<file path="config.mk">
export PLATFORM = sky130hd
export DESIGN_NAME = enhanced_clock_page_replacement
export DESIGN_NICKNAME = d
export VERILOG_FILES = /design/src/hw/rtl/ecpr_pkg.sv /design/src/hw/rtl/ecpr_ctrl.sv /design/src/hw/rtl/ecpr_dp.sv /design/src/hw/rtl/enhanced_clock_page_replacement.sv
export SDC_FILE = /design/constraint.sdc
export NUM_CORES = 1
export LEC_CHECK = 0
export BUFFER_PORTS_ARGS = -buffer_cell sky130_fd_sc_hd__buf_2
export CORE_ASPECT_RATIO = 1.2
export CORE_MARGIN = 2
export CORE_UTILIZATION = 60
export DETAILED_ROUTE_END_ITERATION = 12
export PLACE_DENSITY = 0.77
export SLEW_MARGIN = 15
export SYNTH_ARGS = -nofsm -noshare
export SYNTH_HDL_FRONTEND = slang
export SYNTH_SLANG_ARGS = --single-unit
</file>
<file path="constraint.sdc">
create_clock -name i_clk -period 3.61 [get_ports i_clk]
set_input_delay 0.1805 -clock i_clk [delete_from_list [all_inputs] [get_ports i_clk]]
set_output_delay 0.1805 -clock i_clk [all_outputs]
set_load 0.005 [all_outputs]
</file>
<file path="src/hw/rtl/ecpr_pkg.sv">
// Package for the enhanced clock page replacement block.
// Action, status and state codes plus the controller/datapath interface structs.
// No dependencies.
`timescale 1ns / 1ps

package ecpr_pkg;

    typedef enum logic [1:0] {
        ACT_INSERT = 2'd0,
        ACT_ACCESS = 2'd1,
        ACT_EVICT  = 2'd2,
        ACT_NOP    = 2'd3
    } t_action;

    typedef enum logic [1:0] {
        ST_OK    = 2'd0,
        ST_EMPTY = 2'd1,
        ST_FULL  = 2'd2,
        ST_MISS  = 2'd3
    } t_status;

    typedef enum logic [2:0] {
        S_IDLE,
        S_INS_SHIFT,
        S_ACC_SCAN,
        S_EV_SCAN,
        S_EV_VIC,
        S_EV_REM,
        S_FIN
    } t_state;

    // controller -> datapath
    typedef struct packed {
        logic start;
        logic ins_shift;
        logic acc_issue;
        logic ev_scan;
        logic ev_vic;
        logic ev_rem;
        logic finish;
    } t_cmd;

    // datapath -> controller
    typedef struct packed {
        logic full;
        logic empty;
        logic ins_last;
        logic acc_more;
        logic ev_pick;
        logic ev_vic_last;
        logic ev_rem_last;
        logic out_free;
    } t_stat;

endpackage

</file>
<file path="src/hw/rtl/ecpr_ctrl.sv">
// Sequencing controller for the clock replacement block.
// Depends on ecpr_pkg; drives commands to ecpr_dp.
`timescale 1ns / 1ps

module ecpr_ctrl (
    input  logic              i_clk,
    input  logic              i_rst_n,
    input  logic              i_in_valid,
    output logic              o_in_ready,
    input  ecpr_pkg::t_action i_action,
    input  ecpr_pkg::t_stat   i_stat,
    output ecpr_pkg::t_cmd    o_cmd
);
    import ecpr_pkg::*;

    t_state r_state;
    t_state n_state;

    always_ff @(posedge i_clk) begin
        if (!i_rst_n) begin
            r_state <= S_IDLE;
        end else begin
            r_state <= n_state;
        end
    end

    always_comb begin
        n_state    = r_state;
        o_cmd      = '0;
        o_in_ready = 1'b0;
        unique case (r_state)
            S_IDLE: begin
                o_in_ready = 1'b1;
                if (i_in_valid) begin
                    o_cmd.start = 1'b1;
                    unique case (i_action)
                        ACT_INSERT: n_state = i_stat.full ? S_FIN : S_INS_SHIFT;
                        ACT_ACCESS: n_state = S_ACC_SCAN;
                        ACT_EVICT:  n_state = i_stat.empty ? S_FIN : S_EV_SCAN;
                        ACT_NOP:    n_state = S_FIN;
                        default:    n_state = S_FIN;
                    endcase
                end
            end
            S_INS_SHIFT: begin
                o_cmd.ins_shift = 1'b1;
                if (i_stat.ins_last) begin
                    n_state = S_FIN;
                end
            end
            S_ACC_SCAN: begin
                if (i_stat.acc_more) begin
                    o_cmd.acc_issue = 1'b1;
                end else begin
                    n_state = S_FIN;
                end
            end
            S_EV_SCAN: begin
                o_cmd.ev_scan = 1'b1;
                if (i_stat.ev_pick) begin
                    n_state = S_EV_VIC;
                end
            end
            S_EV_VIC: begin
                o_cmd.ev_vic = 1'b1;
                n_state = i_stat.ev_vic_last ? S_FIN : S_EV_REM;
            end
            S_EV_REM: begin
                o_cmd.ev_rem = 1'b1;
                if (i_stat.ev_rem_last) begin
                    n_state = S_FIN;
                end
            end
            S_FIN: begin
                if (i_stat.out_free) begin
                    o_cmd.finish = 1'b1;
                    n_state = S_IDLE;
                end
            end
            default: n_state = S_IDLE;
        endcase
    end

    // a transfer is only taken while idle
    a_start_idle: assert property (@(posedge i_clk) disable iff (!i_rst_n)
        o_cmd.start |-> r_state == S_IDLE)
        else $error("start outside idle");

    // one command at a time
    a_cmd_onehot: assert property (@(posedge i_clk) disable iff (!i_rst_n)
        $onehot0(o_cmd))
        else $error("overlapping datapath commands");

    // after finishing, the block is ready for the next transfer
    a_fin_ready: assert property (@(posedge i_clk) disable iff (!i_rst_n)
        o_cmd.finish |=> o_in_ready)
        else $error("not ready after finish");

endmodule

</file>
<file path="src/hw/rtl/ecpr_dp.sv">
// Datapath for the clock replacement block: page memory, flag vectors,
// count, hand, scan pointers and output register. Depends on ecpr_pkg.
`timescale 1ns / 1ps

module ecpr_dp #(
    parameter int NUM_FRAMES = 16,
    parameter int PAGE_BITS  = 20
) (
    input  logic                  i_clk,
    input  logic                  i_rst_n,
    input  ecpr_pkg::t_cmd        i_cmd,
    output ecpr_pkg::t_stat       o_stat,
    input  ecpr_pkg::t_action     i_action,
    input  logic [PAGE_BITS-1:0]  i_page,
    input  logic                  i_write,
    input  logic                  i_out_ready,
    output logic                  o_out_valid,
    output logic [PAGE_BITS-1:0]  o_victim,
    output ecpr_pkg::t_status     o_status
);
    import ecpr_pkg::*;

    localparam int IW = $clog2(NUM_FRAMES);
    localparam int CW = $clog2(NUM_FRAMES + 1);

    logic [PAGE_BITS-1:0]  mem [NUM_FRAMES];
    logic [PAGE_BITS-1:0]  r_rdata;
    logic                  mem_we;
    logic [IW-1:0]         mem_waddr;
    logic [IW-1:0]         mem_raddr;
    logic [PAGE_BITS-1:0]  mem_wdata;

    logic [NUM_FRAMES-1:0] r_acc;
    logic [NUM_FRAMES-1:0] r_drt;
    logic [NUM_FRAMES-1:0] r_shd;
    logic [CW-1:0]         r_count;
    logic [CW-1:0]         r_hand;
    logic [CW-1:0]         r_idx;
    logic [CW-1:0]         r_widx;
    logic [IW-1:0]         r_cmp_idx;
    logic                  r_cmp_v;
    logic                  r_hit;
    logic [PAGE_BITS-1:0]  r_carry;
    logic [PAGE_BITS-1:0]  r_page;
    logic                  r_wr;
    t_action               r_op;
    t_status               r_status;
    logic [PAGE_BITS-1:0]  r_victim;
    logic                  r_out_valid;
    logic [PAGE_BITS-1:0]  r_out_victim;
    t_status               r_out_status;

    logic [CW:0]           idx_p1;
    logic [CW:0]           widx_p1;
    logic [CW:0]           widx_p2;
    logic [IW-1:0]         hidx;
    logic                  match;
    logic                  out_free;
    logic [CW-1:0]         idx_wrap;

    function automatic logic [NUM_FRAMES-1:0] f_ins(input logic [NUM_FRAMES-1:0] v,
                                                    input logic [CW-1:0] h);
        logic [NUM_FRAMES-1:0] r;
        for (int i = 0; i < NUM_FRAMES; i++) begin
            if (i > int'(h)) begin
                r[i] = v[i-1];
            end else if (i == int'(h)) begin
                r[i] = 1'b0;
            end else begin
                r[i] = v[i];
            end
        end
        return r;
    endfunction

    function automatic logic [NUM_FRAMES-1:0] f_rem(input logic [NUM_FRAMES-1:0] v,
                                                    input logic [CW-1:0] h);
        logic [NUM_FRAMES-1:0] r;
        for (int i = 0; i < NUM_FRAMES; i++) begin
            if (i >= int'(h)) begin
                r[i] = (i + 1 < NUM_FRAMES) ? v[(i+1) % NUM_FRAMES] : 1'b0;
            end else begin
                r[i] = v[i];
            end
        end
        return r;
    endfunction

    assign idx_p1   = {1'b0, r_idx} + (CW+1)'(1);
    assign widx_p1  = {1'b0, r_widx} + (CW+1)'(1);
    assign widx_p2  = {1'b0, r_widx} + (CW+1)'(2);
    assign hidx     = r_idx[IW-1:0];
    assign idx_wrap = (idx_p1 >= {1'b0, r_count}) ? '0 : idx_p1[CW-1:0];
    assign match    = r_cmp_v && (r_rdata == r_page);
    assign out_free = !r_out_valid || i_out_ready;

    assign o_stat.full        = (r_count == CW'(NUM_FRAMES));
    assign o_stat.empty       = (r_count == '0);
    assign o_stat.ins_last    = (r_widx == r_count);
    assign o_stat.acc_more    = (r_idx < r_count);
    assign o_stat.ev_pick     = !r_acc[hidx] && !r_shd[hidx];
    assign o_stat.ev_vic_last = (idx_p1 == {1'b0, r_count});
    assign o_stat.ev_rem_last = (widx_p2 == {1'b0, r_count});
    assign o_stat.out_free    = out_free;

    assign o_out_valid = r_out_valid;
    assign o_victim    = r_out_victim;
    assign o_status    = r_out_status;

    // memory port selection
    always_comb begin
        mem_we    = 1'b0;
        mem_waddr = r_widx[IW-1:0];
        mem_wdata = r_carry;
        mem_raddr = hidx;
        if (i_cmd.start) begin
            mem_raddr = r_hand[IW-1:0];
        end else if (i_cmd.ins_shift) begin
            mem_we    = 1'b1;
            mem_raddr = widx_p1[IW-1:0];
        end else if (i_cmd.ev_vic) begin
            mem_raddr = idx_p1[IW-1:0];
        end else if (i_cmd.ev_rem) begin
            mem_we    = 1'b1;
            mem_wdata = r_rdata;
            mem_raddr = widx_p2[IW-1:0];
        end
    end

    always_ff @(posedge i_clk) begin
        if (mem_we) begin
            mem[mem_waddr] <= mem_wdata;
        end
        r_rdata <= mem[mem_raddr];
    end

    // control state
    always_ff @(posedge i_clk) begin
        if (!i_rst_n) begin
            r_acc       <= '0;
            r_drt       <= '0;
            r_shd       <= '0;
            r_count     <= '0;
            r_hand      <= '0;
            r_cmp_v     <= 1'b0;
            r_out_valid <= 1'b0;
        end else begin
            r_cmp_v <= i_cmd.acc_issue;
            if (match) begin
                r_acc[r_cmp_idx] <= 1'b1;
                if (r_wr) begin
                    r_drt[r_cmp_idx] <= 1'b1;
                end
            end
            if (i_cmd.start && i_action == ACT_EVICT) begin
                r_shd <= r_drt;
            end
            if (i_cmd.ev_scan && !o_stat.ev_pick) begin
                if (r_acc[hidx]) begin
                    r_acc[hidx] <= 1'b0;
                end else begin
                    r_shd[hidx] <= 1'b0;
                end
            end
            if (i_cmd.finish) begin
                r_out_valid <= 1'b1;
                if (r_status == ST_OK && r_op == ACT_INSERT) begin
                    r_acc   <= f_ins(r_acc, r_hand);
                    r_drt   <= f_ins(r_drt, r_hand);
                    r_shd   <= f_ins(r_shd, r_hand);
                    r_count <= r_count + CW'(1);
                    r_hand  <= r_hand + CW'(1);
                end else if (r_status == ST_OK && r_op == ACT_EVICT) begin
                    r_acc   <= f_rem(r_acc, r_idx);
                    r_drt   <= f_rem(r_drt, r_idx);
                    r_shd   <= f_rem(r_shd, r_idx);
                    r_count <= r_count - CW'(1);
                    r_hand  <= r_idx;
                end
            end else if (i_out_ready) begin
                r_out_valid <= 1'b0;
            end
        end
    end

    // payload
    always_ff @(posedge i_clk) begin
        if (match) begin
            r_hit <= 1'b1;
        end
        if (i_cmd.start) begin
            r_op     <= i_action;
            r_page   <= i_page;
            r_wr     <= i_write;
            r_victim <= '0;
            r_hit    <= 1'b0;
            r_carry  <= i_page;
            r_widx   <= r_hand;
            r_idx    <= (i_action == ACT_EVICT && r_hand != r_count) ? r_hand : '0;
            if (i_action == ACT_INSERT && o_stat.full) begin
                r_status <= ST_FULL;
            end else if (i_action == ACT_EVICT && o_stat.empty) begin
                r_status <= ST_EMPTY;
            end else begin
                r_status <= ST_OK;
            end
        end
        if (i_cmd.ins_shift) begin
            r_carry <= r_rdata;
            r_widx  <= widx_p1[CW-1:0];
        end
        if (i_cmd.acc_issue) begin
            r_cmp_idx <= hidx;
            r_idx     <= idx_p1[CW-1:0];
        end
        if (i_cmd.ev_scan && !o_stat.ev_pick) begin
            r_idx <= idx_wrap;
        end
        if (i_cmd.ev_vic) begin
            r_victim <= r_rdata;
            r_widx   <= r_idx;
        end
        if (i_cmd.ev_rem) begin
            r_widx <= widx_p1[CW-1:0];
        end
        if (i_cmd.finish) begin
            r_out_victim <= r_victim;
            r_out_status <= (r_op == ACT_ACCESS && !r_hit) ? ST_MISS : r_status;
        end
    end

    a_count_range: assert property (@(posedge i_clk) disable iff (!i_rst_n)
        r_count <= CW'(NUM_FRAMES))
        else $error("entry count out of range");

    a_hand_range: assert property (@(posedge i_clk) disable iff (!i_rst_n)
        r_hand <= r_count)
        else $error("hand beyond ring");

    a_flags_clear: assert property (@(posedge i_clk) disable iff (!i_rst_n)
        ((r_acc | r_drt | r_shd) >> r_count) == '0)
        else $error("flags set on unused entry");

    a_ins_count: assert property (@(posedge i_clk) disable iff (!i_rst_n)
        i_cmd.finish && r_op == ACT_INSERT && r_status == ST_OK
        |=> r_count == $past(r_count) + CW'(1))
        else $error("insert did not grow ring");

endmodule

</file>
<file path="src/hw/rtl/enhanced_clock_page_replacement.sv">
// Top level of the enhanced second-chance clock page replacement block.
// Instantiates ecpr_ctrl and ecpr_dp; depends on ecpr_pkg.
//
// channel  dir  fields (tdata, low bit first)
// s_axis   in   action[1:0], page_number[PAGE_BITS], is_write[1]
// m_axis   out  victim_page[PAGE_BITS], status[2]
//
// One item at a time; one result per item, held in an output register.
// Insert: page memory shifted one entry a cycle.
// Access: one stored page compared a cycle.
// Evict: a scan for the victim, then a removal shift of the entries behind it
//        (no shift when the victim is the last entry).
// Reset (i_rst_n low, synchronous) empties the ring; a stalled result holds the next item at its finish.
`timescale 1ns / 1ps

module enhanced_clock_page_replacement #(
    parameter int NUM_FRAMES = 16,
    parameter int PAGE_BITS  = 20,
    localparam int IN_W  = ((PAGE_BITS + 3 + 7) / 8) * 8,
    localparam int OUT_W = ((PAGE_BITS + 2 + 7) / 8) * 8
) (
    input  logic             i_clk,
    input  logic             i_rst_n,
    input  logic             s_axis_tvalid,
    output logic             s_axis_tready,
    // action, page_number, is_write
    input  logic [IN_W-1:0]  s_axis_tdata,
    output logic             m_axis_tvalid,
    input  logic             m_axis_tready,
    // victim_page, status
    output logic [OUT_W-1:0] m_axis_tdata
);
    import ecpr_pkg::*;

    t_cmd                 cmd;
    t_stat                stat;
    t_action              action;
    t_status              status;
    logic [PAGE_BITS-1:0] victim;

    assign action = t_action'(s_axis_tdata[1:0]);

    ecpr_ctrl u_ctrl (
        .i_clk      (i_clk),
        .i_rst_n    (i_rst_n),
        .i_in_valid (s_axis_tvalid),
        .o_in_ready (s_axis_tready),
        .i_action   (action),
        .i_stat     (stat),
        .o_cmd      (cmd)
    );

    ecpr_dp #(
        .NUM_FRAMES (NUM_FRAMES),
        .PAGE_BITS  (PAGE_BITS)
    ) u_dp (
        .i_clk       (i_clk),
        .i_rst_n     (i_rst_n),
        .i_cmd       (cmd),
        .o_stat      (stat),
        .i_action    (action),
        .i_page      (s_axis_tdata[PAGE_BITS+1:2]),
        .i_write     (s_axis_tdata[PAGE_BITS+2]),
        .i_out_ready (m_axis_tready),
        .o_out_valid (m_axis_tvalid),
        .o_victim    (victim),
        .o_status    (status)
    );

    assign m_axis_tdata = OUT_W'({status, victim});

endmodule
</file>
==> out/results.ini, run 1 <==
[synthesis]
synth_top_cell_area_share=0.531
syn_area_um2=23800
synth_cell_types=74
synth_area_per_cell_um2=11.3
synth_common_cells=edfxtp_1, nand2_1, nand3_1, clkbuf_1, dfxtp_1
synth_seq_cells=505
muxShareOfSynthArea=0.0358
yosys_warnings=0
synthSimpleGateAreaFrac=0.161
synth_compound_area_frac=0.140
yosysTopAreaCell=edfxtp_1
synth_fa_ha_area_frac=0.0150
ys_seq_area_frac=0.602
synth_top_family_by_area=simple AND/OR/NAND/NOR gates
ys_async_sr_fraction=0
syn_inst=2110
synth_xor_area_frac=0.0166
synth_edf_count=421
synth_area_leaders=edfxtp_1, dfxtp_1, nand2_1
yosysMostFrequentCell=edfxtp_1
synth-main-ff-cell=edfxtp_1

[clock_network]
post_cts.repair.setup_buffers=0
clkSlewWorstSetupHoldPaths_ns=0.07
clockRootBuffer=clkbuf_16
tritoncts=built
clk-insertion-delay-late_ns=0.61
cts_inserted_buffers=49
clk_path_buf_depth=3
htreeDepth=2
cts_num_sinks=505
cts_resized=0

[detailed_routing]
vias=18700
drc=0
finalWirelength_mm=69.3
routedWlPerCell_um=25.4
dr.first_iter.drc_count=2420
ant_nets=0
dr.pass1.iters=6
viasPerCell=6.84

[final_layout]
synthToLayoutAreaGrowth_pct=12.3
drive_above_1_share=0.130
diodes=0
fin_area_um2=26700
nets=2220

[outcome]
status=complete, no violations

[timing]
setup_viol=0
fin_crit_ns=3.17
max_slew.worst_pin.slew_ns=1.08
max_freq_ghz=0.315
rsz0062_at_grt=false
finalHoldViolCount=0
maxSlewViolCount=0
clock_skew_ns=0.0268
setup-tns-final_ns=0
maxSlewHeadroom=0.282
period_share=0.878
layout_setup_ws_ns=0.440

[setup_path]
startpoint_type=flip-flop
path_max_fanout=18
worstPathArrival_ns=3.68
path_class=reg -> reg
cp-end-kind=flip-flop
cp_data_required_time_ns=4.12

[global_routing]
grt_pass1_wl_mm=105
overflow=0
grt_pass1_vias=18000
antenna_found_initial=0
track_usage=0.336
grt_max_degree=81

[floorplanning]
start_util=0.611
num_io_pins=54
die_area_um2=41300
core_um2=38900
num_rows=79
die_y_um=222
die_w_um=186

[placed_design]
gp_congestion=0.945
place_area_um2=25000
io_buffers=50
pre_cts_ws_ns=0.549
dp_hpwl_mm=42.1

[power_and_ir_drop]
leakagePower_nw=9.43
ir_drop_uv=886
power_mw=22.1
power_density_nw_per_um2=827

[worst_hold_path]
hp-class=in -> reg

[flow_run]
cap_violations=0

[area by class of cell]
type	count	area (µm²)
inverters	29	109
well taps	526	658
flip-flops and latches	505	14300
fillers	2795	12200
clock inverters	26	223
clock buffers	63	1330
repair buffers	158	1230
multi-input cells	1421	8870
[worst max-delay path, cell delays in order (launching register included)]
cell      delay [ns]
dfxtp_1         0.67
buf_4           0.26
nand3b_1        0.19
nor2_2          0.06
nand2_1         0.55
nand2_1         0.71
a311o_1         0.54
o21ai_0         0.08
[power by group]
group / internal, mW / switching [mW]
sequential: 7.71 / 0.668
clock: 2.76 / 2.25
combinational: 2.79 / 5.94
total: 13.3 / 8.86
[cells by family (layout without fill, tap and decap cells)]
| logic type | after synthesis | in the layout |
|---|---|---|
| XOR/XNOR | 45 | 45 |
| adder cells (fa/ha/maj) | 28 | 28 |
| other | 1 | 2 |
| flip-flops | 505 | 505 |
| AO/OA/AOI/OAI | 460 | 460 |
| AND/OR/NAND/NOR | 811 | 811 |
| multiplexers | 75 | 75 |
| buffers and inverters | 185 | 276 |
[final timing paths]
kind | startpoint | endpoint | slack (ns) | cells after the start
worst min-delay path | m_axis_tready | u_dp.o_out_valid | 0.07 | 3
worst max-delay path | u_ctrl.r_state[0] | u_dp.r_shd[1] | 0.44 | 7
worst min register to register | u_dp.r_victim[9] | u_dp.o_victim[9] | 0.42 | 0
worst max register to register | u_ctrl.r_state[0] | u_dp.r_shd[1] | 0.44 | 7
[layout by cell type, fill, tap and decap left out, drive strengths merged, types with 10 or more instances in the layout]
master       instances
nand2              383
a22oi               66
nor4                13
clkinv              23
o21ai               68
clkbuf              63
o21a                11
edfxtp             421
dfxtp               84
a22o                43
ha                  27
a311o               16
and3                10
nand4               73
nor2b               12
buf                135
nand3              160
nor3                21
o211ai              26
xor2                18
xnor2               27
and2                42
a31oi               19
mux2                41
dlygate4sd3         23
a221oi              49
a21oi               73
inv                 29
mux2i               30
nor2                60
[per-layer routing]
| metal | up-vias | routed length [µm] | track usage |
|---|---|---|---|
| li1 | 8125 | - | - |
| met1 | 9093 | 26300 | 0.463 |
| met2 | 1197 | 32500 | 0.526 |
| met3 | 243 | 7380 | 0.0577 |
| met4 | 0 | 3120 | 0.151 |
| met5 | - | 0 | 0 |
[per-stage QoR]
stage / std cells / hold slack [ns] / utilization
final: 2728 / 0.0667 / 0.687
after global placement: 2616 / 0.366 / 0.641
after floorplan: 2111 / 0.279 / -
after detailed placement: 2616 / 0.359 / 0.641
after CTS: 2728 / 0.0434 / 0.687
after global routing: 2728 / 0.0967 / 0.687
[timing repair]
action,4_1_cts,5_1_grt
hold buffers,23,0
hold endpoints to repair,44,0
endpoints found under the setup margin,0,0
[state kept, by name, summed over array words and instances, names as in the netlist, 16 cells and up]
| register | cells |
|---|---|
| u_dp.mem | 320 |
| u_dp.o_victim | 20 |
| u_dp.r_carry | 20 |
| u_dp.r_page | 20 |
| u_dp.r_rdata | 20 |
| u_dp.r_victim | 20 |
| u_dp.r_acc | 16 |
| u_dp.r_drt | 16 |
| u_dp.r_shd | 16 |
Note: power is estimated with default switching activity, not from simulation.
==> inputs of run 2 (changes only) <==
PLACE_DENSITY = 0.86   (was 0.77)
==> run 2 against run 1 <==
Sequential power about the same. Largest power group unchanged. Maximum frequency up 4.5%. Highest routed layer is now met5. Critical endpoint is now u_dp.r_rdata[2]. Register-to-register slack better by 0.14 ns.
==> out/results.ini, run 2 (same netlist as run 1, synthesis figures left out) <==
[final_layout]
final_common_cell=edfxtp_1  ; unchanged
largest_reg_flops=320  ; unchanged
nets=2219  ; was 2,220
fin_util=0.692  ; was 0.687
nFillCells=2584  ; was 2,795
layout_common_cells=edfxtp_1, nand2_1, nand3_1  ; unchanged
regMostFlops=u_dp.mem  ; unchanged
drive_above_1_share=0.131  ; was 0.130
multi_input_area_um2=8860  ; was 8870 µm²
diodes=0  ; unchanged
register_area_um2=14300  ; unchanged
synthToLayoutAreaGrowth_pct=13.1  ; was 12.3%

[setup_path]
critPathTopFamily=simple AND/OR/NAND/NOR gates  ; unchanged
path_class=reg -> reg  ; unchanged
crit_slowest_cell=and3_1  ; was nand2_1
cp.buffers_inverters=1  ; unchanged
worstPathArrival_ns=3.54  ; was 3.68 ns
cpPeakStageDelay_ns=0.79  ; was 0.71 ns
r2r_slack_ns=0.58  ; was 0.44 ns
crit_path_start=u_ctrl.r_state[2]  ; was u_ctrl.r_state[0]
cp-end-kind=flip-flop  ; unchanged
rr_startpoint=u_ctrl.r_state[2]  ; was u_ctrl.r_state[0]
path_max_fanout=20  ; was 18
cp_data_required_time_ns=4.12  ; about the same
startpoint_type=flip-flop  ; unchanged
path_cells=and3_1 -> mux2i_1 -> o21ai_0 -> a21boi_2 -> buf_4 -> nand3_1 -> nand4_1  ; was buf_4 -> nand3b_1 -> nor2_2 -> nand2_1 -> nand2_1 -> a311o_1 -> o21ai_0

[placed_design]
gp_congestion=0.958  ; was 0.945
io_buffers=50  ; unchanged
dp_hpwl_mm=42.4  ; was 42.1 mm

[detailed_routing]
vias=19200  ; was 18,700
dr.first_iter.drc_count=2737  ; was 2,420
viasPerCell=7.03  ; was 6.84
finalWirelength_mm=71.5  ; was 69.3 mm
drc=0  ; unchanged
ant_nets=0  ; unchanged
routedWlPerCell_um=26.2  ; was 25.4 µm
dr.pass1.iters=10  ; was 6

[clock_network]
cts_hold_buf=23  ; unchanged
cts_inserted_buffers=49  ; unchanged
clkSlewWorstSetupHoldPaths_ns=0.06  ; was 0.07 ns
clockRootBuffer=clkbuf_16  ; unchanged
clk_path_buf_depth=3  ; unchanged
tritoncts=built  ; unchanged
cts_resized=0  ; unchanged
clk-insertion-delay-late_ns=0.60  ; was 0.61 ns
htreeDepth=2  ; unchanged
cts_num_sinks=505  ; unchanged
post_cts.repair.setup_buffers=0  ; unchanged

[floorplanning]
core_um2=38900  ; unchanged
die_w_um=186  ; unchanged
num_rows=79  ; unchanged
num_io_pins=54  ; unchanged
die_area_um2=41300  ; unchanged
start_util=0.611  ; unchanged
die_y_um=222  ; unchanged

[timing]
maxSlewHeadroom=0.265  ; was 0.282
setup_viol=0  ; unchanged
setup-tns-final_ns=0  ; unchanged
maxSlewViolCount=0  ; unchanged
max_freq_ghz=0.330  ; was 0.315 GHz
hold_slack_ns=0.0806  ; was 0.0667 ns
finalHoldViolCount=0  ; unchanged
rsz0062_at_grt=false  ; unchanged
period_share=0.840  ; was 0.878
fin_crit_ns=3.03  ; was 3.17 ns
clock_skew_ns=0.0363  ; was 0.0268 ns
max_slew.worst_pin.slew_ns=1.07  ; was 1.08 ns

[global_routing]
grt_pass1_vias=18700  ; was 18,000
grt_max_degree=81  ; unchanged
overflow=0  ; unchanged
track_usage=0.343  ; was 0.336
grt_pass1_wl_mm=107  ; was 105 mm
antenna_found_initial=1  ; was 0

[power_and_ir_drop]
ir_drop_uv=850  ; was 886 µV
leakagePower_nw=9.50  ; was 9.43 nW
power_density_nw_per_um2=845  ; was 827 nW/µm²

[worst_hold_path]
hp-start=m_axis_tready  ; unchanged
hp-class=in -> reg  ; unchanged

[flow_run]
cap_violations=0  ; unchanged

[outcome]
status=complete, no violations  ; unchanged

run 2: cell types whose count changed in the layout (fill, tap and decap cells not counted), moves of 4 or more:
cell       delta
clkinv_2      -5
clkbuf_8      +6
buf_4         -5
buf_12        +4
bufinv_16     +5
clkinv_1      -4
run 2: power by group:
part / leakage, nW / switching, mW / internal [mW] / total, mW
clock network: 0.832 / 2.23 / 3.20 / 5.43
registers: 4.53 / 0.683 / 7.71 / 8.40
logic: 4.15 / 6.10 / 2.82 / 8.92
total: 9.50 / 9.02 / 13.7 / 22.8
run 2: worst register-to-register path: stages (launching register included):
cell	delay, ns
dfxtp_1	0.65
and3_1	0.79
mux2i_1	0.20
o21ai_0	0.42
a21boi_2	0.24
buf_4	0.35
nand3_1	0.18
nand4_1	0.15
run 2: final timing paths:
kind	end	cells after the start
max	u_dp.r_rdata[2]	7
min	u_dp.o_out_valid	3
max reg2reg	u_dp.r_rdata[2]	7
min reg2reg	u_dp.o_victim[15]	0
run 2: metal layers:
layer,vias up,GRT usage,share of wire
li1,8109,-,-
met1,9133,0.426,0.34
met2,1580,0.553,0.48
met3,351,0.0798,0.13
met4,2,0.190,0.060
met5,-,0,0.00049
run 2: metrics by stage:
| stage | power, mW | cell area [µm²] | setup WS [ns] | std cells |
|---|---|---|---|---|
| 6_report | 22.8 | 26900 | 0.576 | 2728 |
| 3_5_place_dp | 16.9 | 25000 | 0.688 | 2615 |
| 4_1_cts | 22.4 | 26900 | 0.685 | 2728 |
| 2_1_floorplan | 13.8 | 23800 | 0.377 | 2111 |
| 5_1_grt | 23.6 | 26900 | 0.405 | 2728 |
| 3_3_place_gp | 16.5 | 25000 | 0.805 | 2615 |
run 2: final cells by class:
class	instances	area share
Clock inverter	20	0.0116
Clock buffer	70	0.0518
Inverter	29	0.00404
Timing Repair Buffer	157	0.0473
Sequential cell	505	0.532
Multi-Input combinational cell	1421	0.329
Tap cell	526	0.0244
